==> config.mk <==
export PLATFORM = sky130hd
export DESIGN_NAME = multi_slot_software_timer_unit
export DESIGN_NICKNAME = d
export VERILOG_FILES = /design/src/rtl/smst_pkg.sv /design/src/rtl/multi_slot_software_timer_unit.sv /design/src/rtl/smst_dp.sv /design/src/rtl/smst_ctrl.sv
export SDC_FILE = /design/constraint.sdc
export NUM_CORES = 1
export LEC_CHECK = 0
export BUFFER_PORTS_ARGS = -buffer_cell sky130_fd_sc_hd__buf_4
export CELL_PAD_IN_SITES_DETAIL_PLACEMENT = 0
export CELL_PAD_IN_SITES_GLOBAL_PLACEMENT = 1
export CORE_ASPECT_RATIO = 1.1
export CORE_MARGIN = 10
export CORE_UTILIZATION = 54
export CTS_BUF_LIST = sky130_fd_sc_hd__clkbuf_4 sky130_fd_sc_hd__clkbuf_8 sky130_fd_sc_hd__clkbuf_16
export DETAILED_ROUTE_END_ITERATION = 10
export PLACE_DENSITY = 0.8
export SLEW_MARGIN = 20
export SYNTH_ARGS = -nofsm -noshare
export SYNTH_HDL_FRONTEND = slang
export SYNTH_HIERARCHICAL = 1
export SYNTH_SLANG_ARGS = --single-unit
==> constraint.sdc <==
create_clock -name clk -period 5.33 [get_ports clk]
set_input_delay 0.7995 -clock clk [delete_from_list [all_inputs] [get_ports clk]]
set_output_delay 0.7995 -clock clk [all_outputs]
set_load 0.02 [all_outputs]
==> src/rtl/smst_pkg.sv <==
package smst_pkg;

	localparam int PkgSlots = 8;
	localparam int MaxResults = 8;
	localparam int RepW = $clog2(MaxResults + 1);

	typedef enum logic [2:0] {
		OP_TICK     = 3'd0,
		OP_REGISTER = 3'd1,
		OP_UNREG    = 3'd2,
		OP_START    = 3'd3,
		OP_STOP     = 3'd4,
		OP_REINIT   = 3'd5,
		OP_RESTART  = 3'd6,
		OP_STATUS   = 3'd7
	} op_t;

	typedef enum logic [2:0] {
		CODE_OK           = 3'd0,
		CODE_ALREADY_REG  = 3'd1,
		CODE_NOT_REG      = 3'd2,
		CODE_ALREADY_RUN  = 3'd3,
		CODE_ALREADY_STOP = 3'd4,
		CODE_FIRED        = 3'd5
	} code_t;

	typedef enum logic [1:0] {
		STAT_STOPPED = 2'd0,
		STAT_RUNNING = 2'd1,
		STAT_UNKNOWN = 2'd2
	} stat_t;

	typedef enum logic [2:0] {
		ST_IDLE,
		ST_SWEEP,
		ST_SETTLE,
		ST_SCAN,
		ST_FLUSH
	} state_t;

	typedef struct packed {
		logic exec;
		logic tick_start;
		logic rd_en;
		logic scan_en;
		logic flush;
	} ctl_t;

	typedef struct packed {
		logic out_free;
		logic scan_hold;
		logic pend_valid;
	} sts_t;

endpackage

==> src/rtl/multi_slot_software_timer_unit.sv <==
// Bank of SLOTS software timer slots driven by commands on the input channel.
// A command (register, unregister, start, stop, reinit, restart, get status)
// is executed on its transfer and produces exactly one result with last set.
// A tick goes from its transfer to a sweep that reads the count and timeout
// memories one slot per cycle through their single read port, then a settle
// state that lets the last slot's update land, then a scan of the fired slots
// one per cycle unless the output side stalls, and then a flush of the last
// pending result; no new input is taken until the flush is done. A tick yields
// one fired result per fired slot in ascending order (at most eight, the final
// one with last set) and none when nothing fires. The tick period register is
// written through the cfg channel, which always takes its transfer; the user
// must write it only while the block is idle, and the block does not enforce it.
module multi_slot_software_timer_unit #(
	parameter int SLOTS = smst_pkg::PkgSlots
) (
	input  logic        clk,
	input  logic        arst_n,
	input  logic        cfg_valid,
	output logic        cfg_ready,
	input  logic [31:0] cfg_data,
	input  logic        in_valid,
	output logic        in_ready,
	input  logic [2:0]  opcode,
	input  logic [2:0]  slot,
	input  logic [31:0] timeout,
	input  logic        periodic,
	output logic        out_valid,
	input  logic        out_ready,
	output logic [2:0]  code,
	output logic [2:0]  slot_out,
	output logic [1:0]  status,
	output logic        last
);

	localparam int SlotW = (SLOTS > 1) ? $clog2(SLOTS) : 1;

	smst_pkg::ctl_t ctl;
	smst_pkg::sts_t sts;
	logic [SlotW-1:0] idx;

	assign cfg_ready = 1'b1;

	smst_ctrl #(
		.SLOTS(SLOTS)
	) u_ctrl (
		.clk(clk),
		.arst_n(arst_n),
		.in_valid(in_valid),
		.opcode(opcode),
		.in_ready(in_ready),
		.sts(sts),
		.ctl(ctl),
		.idx(idx)
	);

	smst_dp #(
		.SLOTS(SLOTS)
	) u_dp (
		.clk(clk),
		.arst_n(arst_n),
		.ctl(ctl),
		.idx(idx),
		.sts(sts),
		.cfg_valid(cfg_valid),
		.cfg_data(cfg_data),
		.opcode(opcode),
		.slot(slot),
		.timeout(timeout),
		.periodic(periodic),
		.out_ready(out_ready),
		.out_valid(out_valid),
		.code(code),
		.slot_out(slot_out),
		.status(status),
		.last(last)
	);

	// A new item is only taken when the output register can take its result.
	assert property (@(posedge clk) disable iff (!arst_n)
		in_ready |-> (!out_valid || out_ready))
		else $error("input taken while the output register is blocked");

	// Every command transfer leaves its result in the output register.
	assert property (@(posedge clk) disable iff (!arst_n)
		(in_valid && in_ready && opcode != smst_pkg::OP_TICK) |=> (out_valid && last))
		else $error("command transfer produced no final result");

	// A tick occupies the block while it sweeps the slots.
	assert property (@(posedge clk) disable iff (!arst_n)
		(in_valid && in_ready && opcode == smst_pkg::OP_TICK) |=> !in_ready)
		else $error("input accepted during a tick sweep");

endmodule

==> src/rtl/smst_dp.sv <==
module smst_dp #(
	parameter int SLOTS = smst_pkg::PkgSlots,
	localparam int SlotW = (SLOTS > 1) ? $clog2(SLOTS) : 1
) (
	input  logic               clk,
	input  logic               arst_n,
	input  smst_pkg::ctl_t     ctl,
	input  logic [SlotW-1:0]   idx,
	output smst_pkg::sts_t     sts,
	input  logic               cfg_valid,
	input  logic [31:0]        cfg_data,
	input  logic [2:0]         opcode,
	input  logic [2:0]         slot,
	input  logic [31:0]        timeout,
	input  logic               periodic,
	input  logic               out_ready,
	output logic               out_valid,
	output logic [2:0]         code,
	output logic [2:0]         slot_out,
	output logic [1:0]         status,
	output logic               last
);

	localparam int ExtW = ((SlotW > 3) ? SlotW : 3) + 1;

	logic [31:0] period_q;
	logic [SLOTS-1:0] reg_q;
	logic [SLOTS-1:0] run_q;
	logic [SLOTS-1:0] per_q;
	logic [SLOTS-1:0] fire_q;
	logic [31:0] cnt_mem [SLOTS];
	logic [31:0] to_mem [SLOTS];

	logic [31:0] cnt_s1;
	logic [31:0] to_s1;
	logic [SlotW-1:0] idx_s1;
	logic vld_s1;

	logic [ExtW-1:0] slot_ext;
	logic [SlotW-1:0] cmd_idx;
	logic inbank;
	logic cur_reg;
	logic cur_run;
	logic new_reg;
	logic new_run;
	logic clr_cnt;
	logic wr_to;
	smst_pkg::code_t cmd_code;
	smst_pkg::stat_t cmd_stat;

	logic [32:0] sum;
	logic [31:0] sat;
	logic fire;
	logic active;
	logic cnt_we;
	logic [SlotW-1:0] cnt_wa;
	logic [31:0] cnt_wd;

	logic pend_q;
	logic [SlotW-1:0] pend_idx_q;
	logic pend_per_q;
	logic [smst_pkg::RepW-1:0] rep_q;
	logic take;
	logic hold;
	logic step;
	logic push_fire;
	logic push_flush;
	logic out_free;

	logic out_valid_q;
	logic [2:0] code_q;
	logic [2:0] slot_out_q;
	logic [1:0] status_q;
	logic last_q;

	// Command decode. A slot outside the bank can never be registered.
	assign slot_ext = ExtW'(slot);
	assign inbank = slot_ext < ExtW'(SLOTS);
	assign cmd_idx = slot_ext[SlotW-1:0];
	assign cur_reg = inbank && reg_q[cmd_idx];
	assign cur_run = inbank && run_q[cmd_idx];

	always_comb begin
		new_reg = cur_reg;
		new_run = cur_run;
		cmd_code = smst_pkg::CODE_OK;
		clr_cnt = 1'b0;
		wr_to = 1'b0;
		case (smst_pkg::op_t'(opcode))
			smst_pkg::OP_REGISTER: begin
				if (!inbank) begin
					cmd_code = smst_pkg::CODE_NOT_REG;
				end else if (cur_reg) begin
					cmd_code = smst_pkg::CODE_ALREADY_REG;
				end else begin
					new_reg = 1'b1;
					new_run = 1'b0;
					clr_cnt = 1'b1;
					wr_to = 1'b1;
				end
			end
			smst_pkg::OP_STATUS: begin
				cmd_code = smst_pkg::CODE_OK;
			end
			default: begin
				if (!cur_reg) begin
					cmd_code = smst_pkg::CODE_NOT_REG;
				end else begin
					case (smst_pkg::op_t'(opcode))
						smst_pkg::OP_UNREG: begin
							new_reg = 1'b0;
							new_run = 1'b0;
						end
						smst_pkg::OP_START: begin
							if (cur_run) cmd_code = smst_pkg::CODE_ALREADY_RUN;
							else new_run = 1'b1;
						end
						smst_pkg::OP_STOP: begin
							if (!cur_run) cmd_code = smst_pkg::CODE_ALREADY_STOP;
							else new_run = 1'b0;
						end
						smst_pkg::OP_REINIT: begin
							new_run = 1'b0;
							clr_cnt = 1'b1;
						end
						smst_pkg::OP_RESTART: begin
							new_run = 1'b1;
							clr_cnt = 1'b1;
						end
						default: begin
							new_run = cur_run;
						end
					endcase
				end
			end
		endcase
		if (!new_reg) cmd_stat = smst_pkg::STAT_UNKNOWN;
		else if (new_run) cmd_stat = smst_pkg::STAT_RUNNING;
		else cmd_stat = smst_pkg::STAT_STOPPED;
	end

	// Tick evaluation of the slot read in the previous cycle.
	assign sum = {1'b0, cnt_s1} + {1'b0, period_q};
	assign sat = sum[32] ? '1 : sum[31:0];
	assign fire = sat >= to_s1;
	assign active = vld_s1 && reg_q[idx_s1] && run_q[idx_s1];

	always_comb begin
		cnt_we = 1'b0;
		cnt_wa = idx_s1;
		cnt_wd = sat;
		if (active) begin
			cnt_we = 1'b1;
			if (fire && per_q[idx_s1]) cnt_wd = '0;
		end else if (ctl.exec && clr_cnt) begin
			cnt_we = 1'b1;
			cnt_wa = cmd_idx;
			cnt_wd = '0;
		end
	end

	always_ff @(posedge clk) begin
		if (cnt_we) cnt_mem[cnt_wa] <= cnt_wd;
		if (ctl.rd_en) cnt_s1 <= cnt_mem[idx];
	end

	always_ff @(posedge clk) begin
		if (ctl.exec && wr_to) to_mem[cmd_idx] <= timeout;
		if (ctl.rd_en) to_s1 <= to_mem[idx];
	end

	always_ff @(posedge clk) begin
		if (ctl.exec && wr_to) per_q[cmd_idx] <= periodic;
		if (vld_s1) fire_q[idx_s1] <= active && fire;
		if (ctl.rd_en) idx_s1 <= idx;
		if (step) begin
			pend_idx_q <= idx;
			pend_per_q <= per_q[idx];
		end
	end

	always_ff @(posedge clk or negedge arst_n) begin
		if (!arst_n) begin
			period_q <= '0;
			reg_q <= '0;
			run_q <= '0;
			vld_s1 <= 1'b0;
		end else begin
			if (cfg_valid) period_q <= cfg_data;
			vld_s1 <= ctl.rd_en;
			if (ctl.exec && inbank) begin
				reg_q[cmd_idx] <= new_reg;
				run_q[cmd_idx] <= new_run;
			end else if (active && fire && !per_q[idx_s1]) begin
				run_q[idx_s1] <= 1'b0;
			end
		end
	end

	// Result scan. The newest fired slot waits in a pending register so that
	// the final result of a tick can carry the last flag.
	assign out_free = !out_valid_q || out_ready;
	assign take = ctl.scan_en && fire_q[idx] &&
		(rep_q < smst_pkg::RepW'(smst_pkg::MaxResults));
	assign hold = take && pend_q && !out_free;
	assign step = take && !hold;
	assign push_fire = step && pend_q;
	assign push_flush = ctl.flush && pend_q && out_free;

	always_ff @(posedge clk or negedge arst_n) begin
		if (!arst_n) begin
			pend_q <= 1'b0;
			rep_q <= '0;
		end else if (ctl.tick_start) begin
			pend_q <= 1'b0;
			rep_q <= '0;
		end else if (step) begin
			pend_q <= 1'b1;
			rep_q <= rep_q + 1'b1;
		end else if (push_flush) begin
			pend_q <= 1'b0;
		end
	end

	always_ff @(posedge clk or negedge arst_n) begin
		if (!arst_n) begin
			out_valid_q <= 1'b0;
		end else if (ctl.exec || push_fire || push_flush) begin
			out_valid_q <= 1'b1;
		end else if (out_ready) begin
			out_valid_q <= 1'b0;
		end
	end

	always_ff @(posedge clk) begin
		if (ctl.exec) begin
			code_q <= cmd_code;
			slot_out_q <= slot;
			status_q <= cmd_stat;
			last_q <= 1'b1;
		end else if (push_fire || push_flush) begin
			code_q <= smst_pkg::CODE_FIRED;
			slot_out_q <= 3'(pend_idx_q);
			status_q <= pend_per_q ? smst_pkg::STAT_RUNNING : smst_pkg::STAT_STOPPED;
			last_q <= push_flush;
		end
	end

	assign sts.out_free = out_free;
	assign sts.scan_hold = hold;
	assign sts.pend_valid = pend_q;

	assign out_valid = out_valid_q;
	assign code = code_q;
	assign slot_out = slot_out_q;
	assign status = status_q;
	assign last = last_q;

endmodule

==> src/rtl/smst_ctrl.sv <==
module smst_ctrl #(
	parameter int SLOTS = smst_pkg::PkgSlots,
	localparam int SlotW = (SLOTS > 1) ? $clog2(SLOTS) : 1
) (
	input  logic             clk,
	input  logic             arst_n,
	input  logic             in_valid,
	input  logic [2:0]       opcode,
	output logic             in_ready,
	input  smst_pkg::sts_t   sts,
	output smst_pkg::ctl_t   ctl,
	output logic [SlotW-1:0] idx
);

	smst_pkg::state_t state_q;
	smst_pkg::state_t state_d;
	logic [SlotW-1:0] idx_q;
	logic accept;
	logic is_tick;
	logic last_idx;

	assign in_ready = (state_q == smst_pkg::ST_IDLE) && sts.out_free;
	assign accept = in_valid && in_ready;
	assign is_tick = opcode == smst_pkg::OP_TICK;
	assign last_idx = idx_q == SlotW'(SLOTS - 1);

	always_comb begin
		state_d = state_q;
		case (state_q)
			smst_pkg::ST_IDLE: begin
				if (accept && is_tick) state_d = smst_pkg::ST_SWEEP;
			end
			smst_pkg::ST_SWEEP: begin
				if (last_idx) state_d = smst_pkg::ST_SETTLE;
			end
			smst_pkg::ST_SETTLE: begin
				state_d = smst_pkg::ST_SCAN;
			end
			smst_pkg::ST_SCAN: begin
				if (last_idx && !sts.scan_hold) state_d = smst_pkg::ST_FLUSH;
			end
			smst_pkg::ST_FLUSH: begin
				if (!sts.pend_valid || sts.out_free) state_d = smst_pkg::ST_IDLE;
			end
			default: begin
				state_d = smst_pkg::ST_IDLE;
			end
		endcase
	end

	always_comb begin
		ctl = '0;
		case (state_q)
			smst_pkg::ST_IDLE: begin
				ctl.exec = accept && !is_tick;
				ctl.tick_start = accept && is_tick;
			end
			smst_pkg::ST_SWEEP: begin
				ctl.rd_en = 1'b1;
			end
			smst_pkg::ST_SCAN: begin
				ctl.scan_en = 1'b1;
			end
			smst_pkg::ST_FLUSH: begin
				ctl.flush = 1'b1;
			end
			default: begin
				ctl = '0;
			end
		endcase
	end

	always_ff @(posedge clk or negedge arst_n) begin
		if (!arst_n) begin
			state_q <= smst_pkg::ST_IDLE;
			idx_q <= '0;
		end else begin
			state_q <= state_d;
			case (state_q)
				smst_pkg::ST_SWEEP: begin
					idx_q <= last_idx ? '0 : idx_q + 1'b1;
				end
				smst_pkg::ST_SCAN: begin
					if (!sts.scan_hold) idx_q <= last_idx ? '0 : idx_q + 1'b1;
				end
				default: begin
					idx_q <= '0;
				end
			endcase
		end
	end

	assign idx = idx_q;

endmodule
==> flow_summary.ini, run 1 <==
[synth]
synthDistinctLibCells = 81
synth_top_area_frac = 0.644
synth_area_leaders = edfxtp_1 64%, mux4_2 11%, dfrtp_1 5.4%
syn-instance-count = 1605
ys_seq_area_frac = 0.698
syn-num-nets = 1749
netlist.top_cell.by_area = edfxtp_1
synthesis.area_sq_um = 28300
synth_edf_count = 607
synth_top_flop_cell = edfxtp_1
ys_ff_latch = 669
syn_area_per_cell_sq_um = 17.6
synth-async-reset-ratio = 0.0912
ys_warn_count = 6

[routing]
avgRoutedWirePerCell_um = 25.2
ant_nets = 0
drt-pass1-iter-count = 5
drt-initial-drc-count = 1358
vias_per_cell = 6.11
drcViolationCount = 0
vias = 15052
drt-total-wl_mm = 62.2

[clock_tree]
clk_latency_ps = 600
clock-root-buffer = clkbuf_16
cts_tree = done
clk_pin_slew_ps = 60
cts_sinks = 669
cts_max_level = 3
clk_path_buf_depth = 3
cts_buffers = 68

[grt]
antenna_found_initial = 0
grtUsageMet1 = 0.275
grt_usage = 0.204
grt_start_max_net_pins = 62
grt-ovfl-total = 0
grt_pass1_wl_mm = 95.0
top_usage_layer = met2
grt_pass1_vias = 15448
gr-usage-met2 = 0.335
grt_use_met3 = 0.0394

[placement]
detailed_place_hpwl_mm = 38.4
routabilityCongestion = 0.884
io_buffers = 86

[cells_and_area]
drive_gt1_frac = 0.320
antennaDiodeCount = 0
syn_to_final_growth_pct = 14.7
fin_nets = 1894
fin_util = 0.630

[setup_path]
crit_path_end_kind = flip-flop
cp.required_ps = 5740
critPathBufInv = 2
cpMostUsedCell = ha_1
max_stage_delay_ps = 560
cp-start-kind = flip-flop
arrival_ps = 5470
path_class = flip-flop to flip-flop
worstPathMaxFanout = 18
path_cells = ha_1 > fa_2 > a211oi_2 > nor2_1 > o221ai_2 > and2_4 > o21ai_2 > a311o_1 > or4_4 > ha_1 > a2111oi_2 > o21ai_0 > a31o_2 > a21oi_1 > a21boi_1 > buf_4 > o31a_2 > buf_12 > and2_2
critical-path-top-delay-family = compound AO/OA/AOI/OAI gates
slowest_stage = or4_4

[worst_hold_path]
hold_class = primary input to asynchronous set/reset pin

[die]
fp.dieW_um = 238
std_cell_rows = 87
dieArea_sq_um = 62000
start_util = 0.549
fp.coreArea_sq_um = 51600
die_y_um = 260
ios = 88

[timing]
min_period_ps = 5060
maxSlewViolCount = 0
finalHoldViolCount = 0
slew_headroom = 0.303
fin_skew_ps = 26.8
setup_violations = 0
finalCritPeriodShare = 0.950
fmax_ghz = 0.198
finalSetupTns_ps = 0
worstMarginPinSlew_ps = 1040

[flow_run]
drv_cap = 0

[pwr]
peakVddDrop_mv = 0.297
powerDensity_nw_per_um2 = 603
leakagePower_nw = 11.2

[outcome]
status = completed
cell usage in the layout, fill, tap and decap left out, types with 17 or more instances in the layout:
cell type / instances
mux2_2: 102
clkbuf_16: 69
and2_2: 23
a21oi_1: 57
dfrtp_1: 58
inv_1: 56
o21ai_0: 42
buf_4: 137
nor2_4: 17
nor2_1: 41
ha_1: 67
mux4_2: 135
edfxtp_1: 607
nand2_1: 80
what timing repair did:
action,4_1_cts,5_1_grt
setup buffers,0,6
resized for setup,4,40
hold buffers,0,0
pin swaps,0,4
setup endpoints to repair,56,264
state kept, by name (all words and copies together), names as in the netlist:
| name | flops |
|---|---|
| u_dp/reg_q | 8 |
| u_dp/per_q | 8 |
| u_dp/last | 1 |
| u_dp/cnt_s1 | 32 |
| u_dp/rep_q | 4 |
| u_dp/fire_q | 8 |
| u_dp/code | 3 |
| u_dp/pend_q | 1 |
| u_dp/idx_s1 | 3 |
| u_ctrl/idx | 3 |
| u_dp/to_s1 | 32 |
| u_dp/pend_idx_q | 3 |
| u_ctrl/state_q | 3 |
| u_dp/status | 2 |
| u_dp/to_mem | 256 |
| u_dp/pend_per_q | 1 |
| u_dp/period_q | 32 |
| u_dp/out_valid | 1 |
| u_dp/cnt_mem | 256 |
| u_dp/slot_out | 3 |
| u_dp/run_q | 8 |
| u_dp/vld_s1 | 1 |
final timing paths:
check,start,endpoint,slack (ps),cells after the start
setup / recovery,u_dp/period_q[0],u_dp/cnt_mem[3][21],270,19
hold / removal,arst_n,u_dp/reg_q[5],340,1
setup reg to reg,u_dp/period_q[0],u_dp/cnt_mem[3][21],270,19
hold reg to reg,u_dp/last,u_dp/last,480,2
max in group asynchronous,arst_n,u_ctrl/idx[2],4250,1
min in group clk,timeout[24],u_dp/to_mem[2][24],430,1
metal layers:
layer,part of all wire,vias to the layer above
met3,0.066,92
li1,-,6665
met1,0.42,7800
met4,0.021,0
met5,0,-
met2,0.49,495
worst reg2reg max path, cell delays in order, from the launching register on:
cell       delay (ps)
dfrtp_1           380
ha_1              250
fa_2              370
a211oi_2          220
nor2_1            100
o221ai_2          200
and2_4            220
o21ai_2            70
a311o_1           390
or4_4             560
ha_1              220
a2111oi_2         320
o21ai_0           140
a31o_2            260
a21oi_1           190
a21boi_1          240
buf_4             150
o31a_2            170
buf_12            160
and2_2            260
cell type report:
cell class,count,area [sq um]
clock buffer,88,1890
timing repair buffer,144,1160
sequential,669,19800
inverter,56,210
fill,3688,19100
clock inverter,30,315
tap,667,835
multi-input combinational,811,8300
cell usage after synthesis (all sizes together), types with 12 or more instances:
master,number
edfxtp,607
mux4,135
mux2,103
nand2,80
ha,67
a21oi,66
dfrtp,61
nor2,61
inv,56
o21ai,49
buf,35
and2,34
clkbuf,34
nor3,16
a21o,14
nand3,14
xnor2,13
nand2b,12
xor2,12
kinds of logic (layout without fill, tap and decap cells):
family / count (synthesis) / count (layout) / share of synthesized area
other cells: 1 / 1 / 0.000132
xor+xnor: 25 / 25 / 0.00773
mux: 241 / 241 / 0.149
simple gates: 268 / 268 / 0.0478
fa+ha+maj: 68 / 68 / 0.0303
flops: 669 / 669 / 0.698
buf+inv: 125 / 318 / 0.0179
compound gates: 208 / 208 / 0.0487
where the power goes:
part	internal (mW)	switching [mW]
clock network	2.80	1.90
registers	7.34	0.551
logic	3.05	3.95
total	13.2	6.40
per-stage QoR:
| stage | hold WS, ps | total power, mW | instance area, sq um | std cells | setup slack [ps] |
|---|---|---|---|---|---|
| floorplan | 457 | 12.5 | 28300 | 1605 | 508 |
| global placement | 456 | 14.6 | 30100 | 2341 | 1.17 |
| detailed placement | 476 | 14.7 | 30100 | 2341 | -29.6 |
| CTS | 367 | 19.5 | 32300 | 2459 | -48.3 |
| global route | 402 | 20.7 | 32500 | 2465 | -5.78 |
| finish | 335 | 19.6 | 32500 | 2465 | 267 |
Power figures use the tool's default switching activity.
==> run 2: changes to the inputs <==
--- a/config.mk
+++ b/config.mk
@@ -10,10 +10,10 @@
 export CELL_PAD_IN_SITES_GLOBAL_PLACEMENT = 1
 export CORE_ASPECT_RATIO = 1.1
 export CORE_MARGIN = 10
-export CORE_UTILIZATION = 54
+export CORE_UTILIZATION = 50
 export CTS_BUF_LIST = sky130_fd_sc_hd__clkbuf_4 sky130_fd_sc_hd__clkbuf_8 sky130_fd_sc_hd__clkbuf_16
 export DETAILED_ROUTE_END_ITERATION = 10
-export PLACE_DENSITY = 0.8
+export PLACE_DENSITY = 0.75
 export SLEW_MARGIN = 20
 export SYNTH_ARGS = -nofsm -noshare
 export SYNTH_HDL_FRONTEND = slang
==> run 2 against run 1 <==
Register-to-register slack is essentially flat. Sequential share of layout area shrank 0.41 points. Clock power grew 5.3%. Worst hold slack gained 6.8 ps. Power grew 2.4%. Critical path type unchanged. Critical endpoint is now u_dp/cnt_mem[4][7]. Largest cell class unchanged.
==> flow_summary.ini, run 2 (synthesis results as in run 1) <==
[setup_path]
path_class = flip-flop to flip-flop
cp-start-kind = flip-flop
arrival_ps = 5400
max_stage_delay_ps = 420
path_cells = ha_1 > fa_1 > a211oi_2 > nor2_1 > o221ai_2 > and2_4 > o21ai_2 > a311oi_4 > buf_4 > buf_4 > nand2b_1 > ha_1 > a21o_1 > a211oi_2 > o21ai_1 > a41o_1 > a21boi_4 > buf_4 > o31a_2 > buf_12 > and2_2
slowest_stage = fa_1
worstPathMaxFanout = 12
critical-path-top-delay-family = compound AO/OA/AOI/OAI gates
cpMostUsedCell = buf_4
critPathBufInv = 4
cp.required_ps = 5660
crit_path_end_kind = flip-flop

[cells_and_area]
antennaDiodeCount = 0
final_common_cell = edfxtp_1
fin_util = 0.583
fin_nets = 1896
drive_gt1_frac = 0.322
most-common-layout-cells = 607 x edfxtp_1, 141 x buf_4, 135 x mux4_2, 102 x mux2_2, 77 x nand2_1
top_regs = u_dp/cnt_mem x256, u_dp/to_mem x256
nFillCells = 4211
syn_to_final_growth_pct = 15.5
final_cells = 2550

[timing]
worstMarginPinSlew_ps = 1250
min_period_ps = 5080
fmax_ghz = 0.197
finalHoldViolCount = 0
hold-worst-slack_ps = 342
fin_skew_ps = 25.5
maxSlewViolCount = 0
setup_violations = 0
slew_headroom = 0.158
finalCritPeriodShare = 0.952

[routing]
drcViolationCount = 0
ant_nets = 0
drt-total-wl_mm = 62.1
drt-initial-drc-count = 1212
vias = 14786
drt-pass1-iter-count = 5
avgRoutedWirePerCell_um = 24.3
vias_per_cell = 5.80

[placement]
io_buffers = 86
routabilityCongestion = 0.870
place_inst = 2423
detailed_place_hpwl_mm = 37.9

[clock_tree]
clk_pin_slew_ps = 60
cts_tree = done
clk_latency_ps = 610
clock-root-buffer = clkbuf_16
clk_path_buf_depth = 3
cts_sinks = 669
cts_max_level = 3
cts_buffers = 69

[die]
dieArea_sq_um = 66600
fp.dieW_um = 247
std_cell_rows = 91
die_y_um = 270
ios = 88
fp.coreArea_sq_um = 56100
start_util = 0.505

[outcome]
status = completed

[pwr]
leakagePower_nw = 11.3
peakVddDrop_mv = 0.305
powerDensity_nw_per_um2 = 613
report.power.total_mw = 20.0

[grt]
grt_usage = 0.190
grt_pass1_wl_mm = 95.0
grt_pass1_vias = 15261
grt_start_max_net_pins = 67
antenna_found_initial = 0
grt-ovfl-total = 0

[worst_hold_path]
hold_class = primary input to asynchronous set/reset pin

[flow_run]
drv_cap = 0
-- run 2: changes by cell type in the layout (fill, tap and decap cells not counted), moves of 4 or more --
cell | before | now
a21oi_2 | 8 | 4
clkinv_2 | 7 | 17
clkbuf_4 | 16 | 11
o21ai_0 | 42 | 37
a21oi_1 | 57 | 62
and2_2 | 23 | 14
buf_4 | 137 | 141
and2_4 | 2 | 11
bufinv_16 | 6 | 10
-- run 2: worst register-to-register path: stages (launching register included) --
cell and delay, ps:
dfrtp_1 380, ha_1 240, fa_1 420, a211oi_2 230, nor2_1 100, o221ai_2 180
and2_4 200, o21ai_2 90, a311oi_4 420, buf_4 190, buf_4 200, nand2b_1 160
ha_1 310, a21o_1 130, a211oi_2 70, o21ai_1 190, a41o_1 280, a21boi_4 90
buf_4 160, o31a_2 370, buf_12 160, and2_2 250
-- run 2: where the power goes --
group          switching [mW]  internal (mW)  total (mW)
registers               0.502           7.34        7.84
clock network            1.93           3.01        4.94
logic                    4.11           3.15        7.26
-- run 2: stage by stage --
| stage | setup slack, ps | TNS, ps | instance area, sq um |
|---|---|---|---|
| 6_report | 253 | 0 | 32700 |
| 5_1_grt | -28.7 | -268 | 32700 |
| 4_1_cts | -4.83 | -18.1 | 32600 |
| 3_5_place_dp | -67.5 | -539 | 30200 |
| 3_3_place_gp | -5.37 | -42.6 | 30200 |
| 2_1_floorplan | 508 | 0 | 28300 |
-- run 2: area by class of cell --
cell class	instances	area, sq um	share of cell area
sequential	669	19800	0.605
multi-input combinational	811	8300	0.254
clock buffer	83	1880	0.0576
timing repair buffer	145	1130	0.0345
tap	744	931	0.0285
clock inverter	42	473	0.0145
inverter	56	210	0.00643
-- run 2: metal layers --
| layer | vias up | wire [um] | GRT usage |
|---|---|---|---|
| met4 | 0 | 1270 | 0.0586 |
| met1 | 7641 | 26000 | 0.252 |
| met2 | 384 | 31400 | 0.313 |
| met3 | 78 | 3410 | 0.0338 |
| met5 | - | 0 | 0 |
| li1 | 6683 | - | - |
-- run 2: repair_timing --
action,CTS,global route
endpoints found under the setup margin,64,256
hold buffers,0,0
resized for setup,2,55
setup buffers,0,2
pin swaps,1,2
-- run 2: final timing paths --
path,to,slack (ps),from,cells after the start
hold / removal,u_dp/reg_q[3],340,arst_n,1
max in group asynchronous,u_ctrl/idx[0],4300,arst_n,1
setup reg to reg,u_dp/cnt_mem[4][7],250,u_dp/period_q[0],21
hold reg to reg,u_dp/last,470,u_dp/last,2
min in group clk,u_dp/period_q[5],420,cfg_data[5],2
setup / recovery,u_dp/cnt_mem[4][7],250,u_dp/period_q[0],21
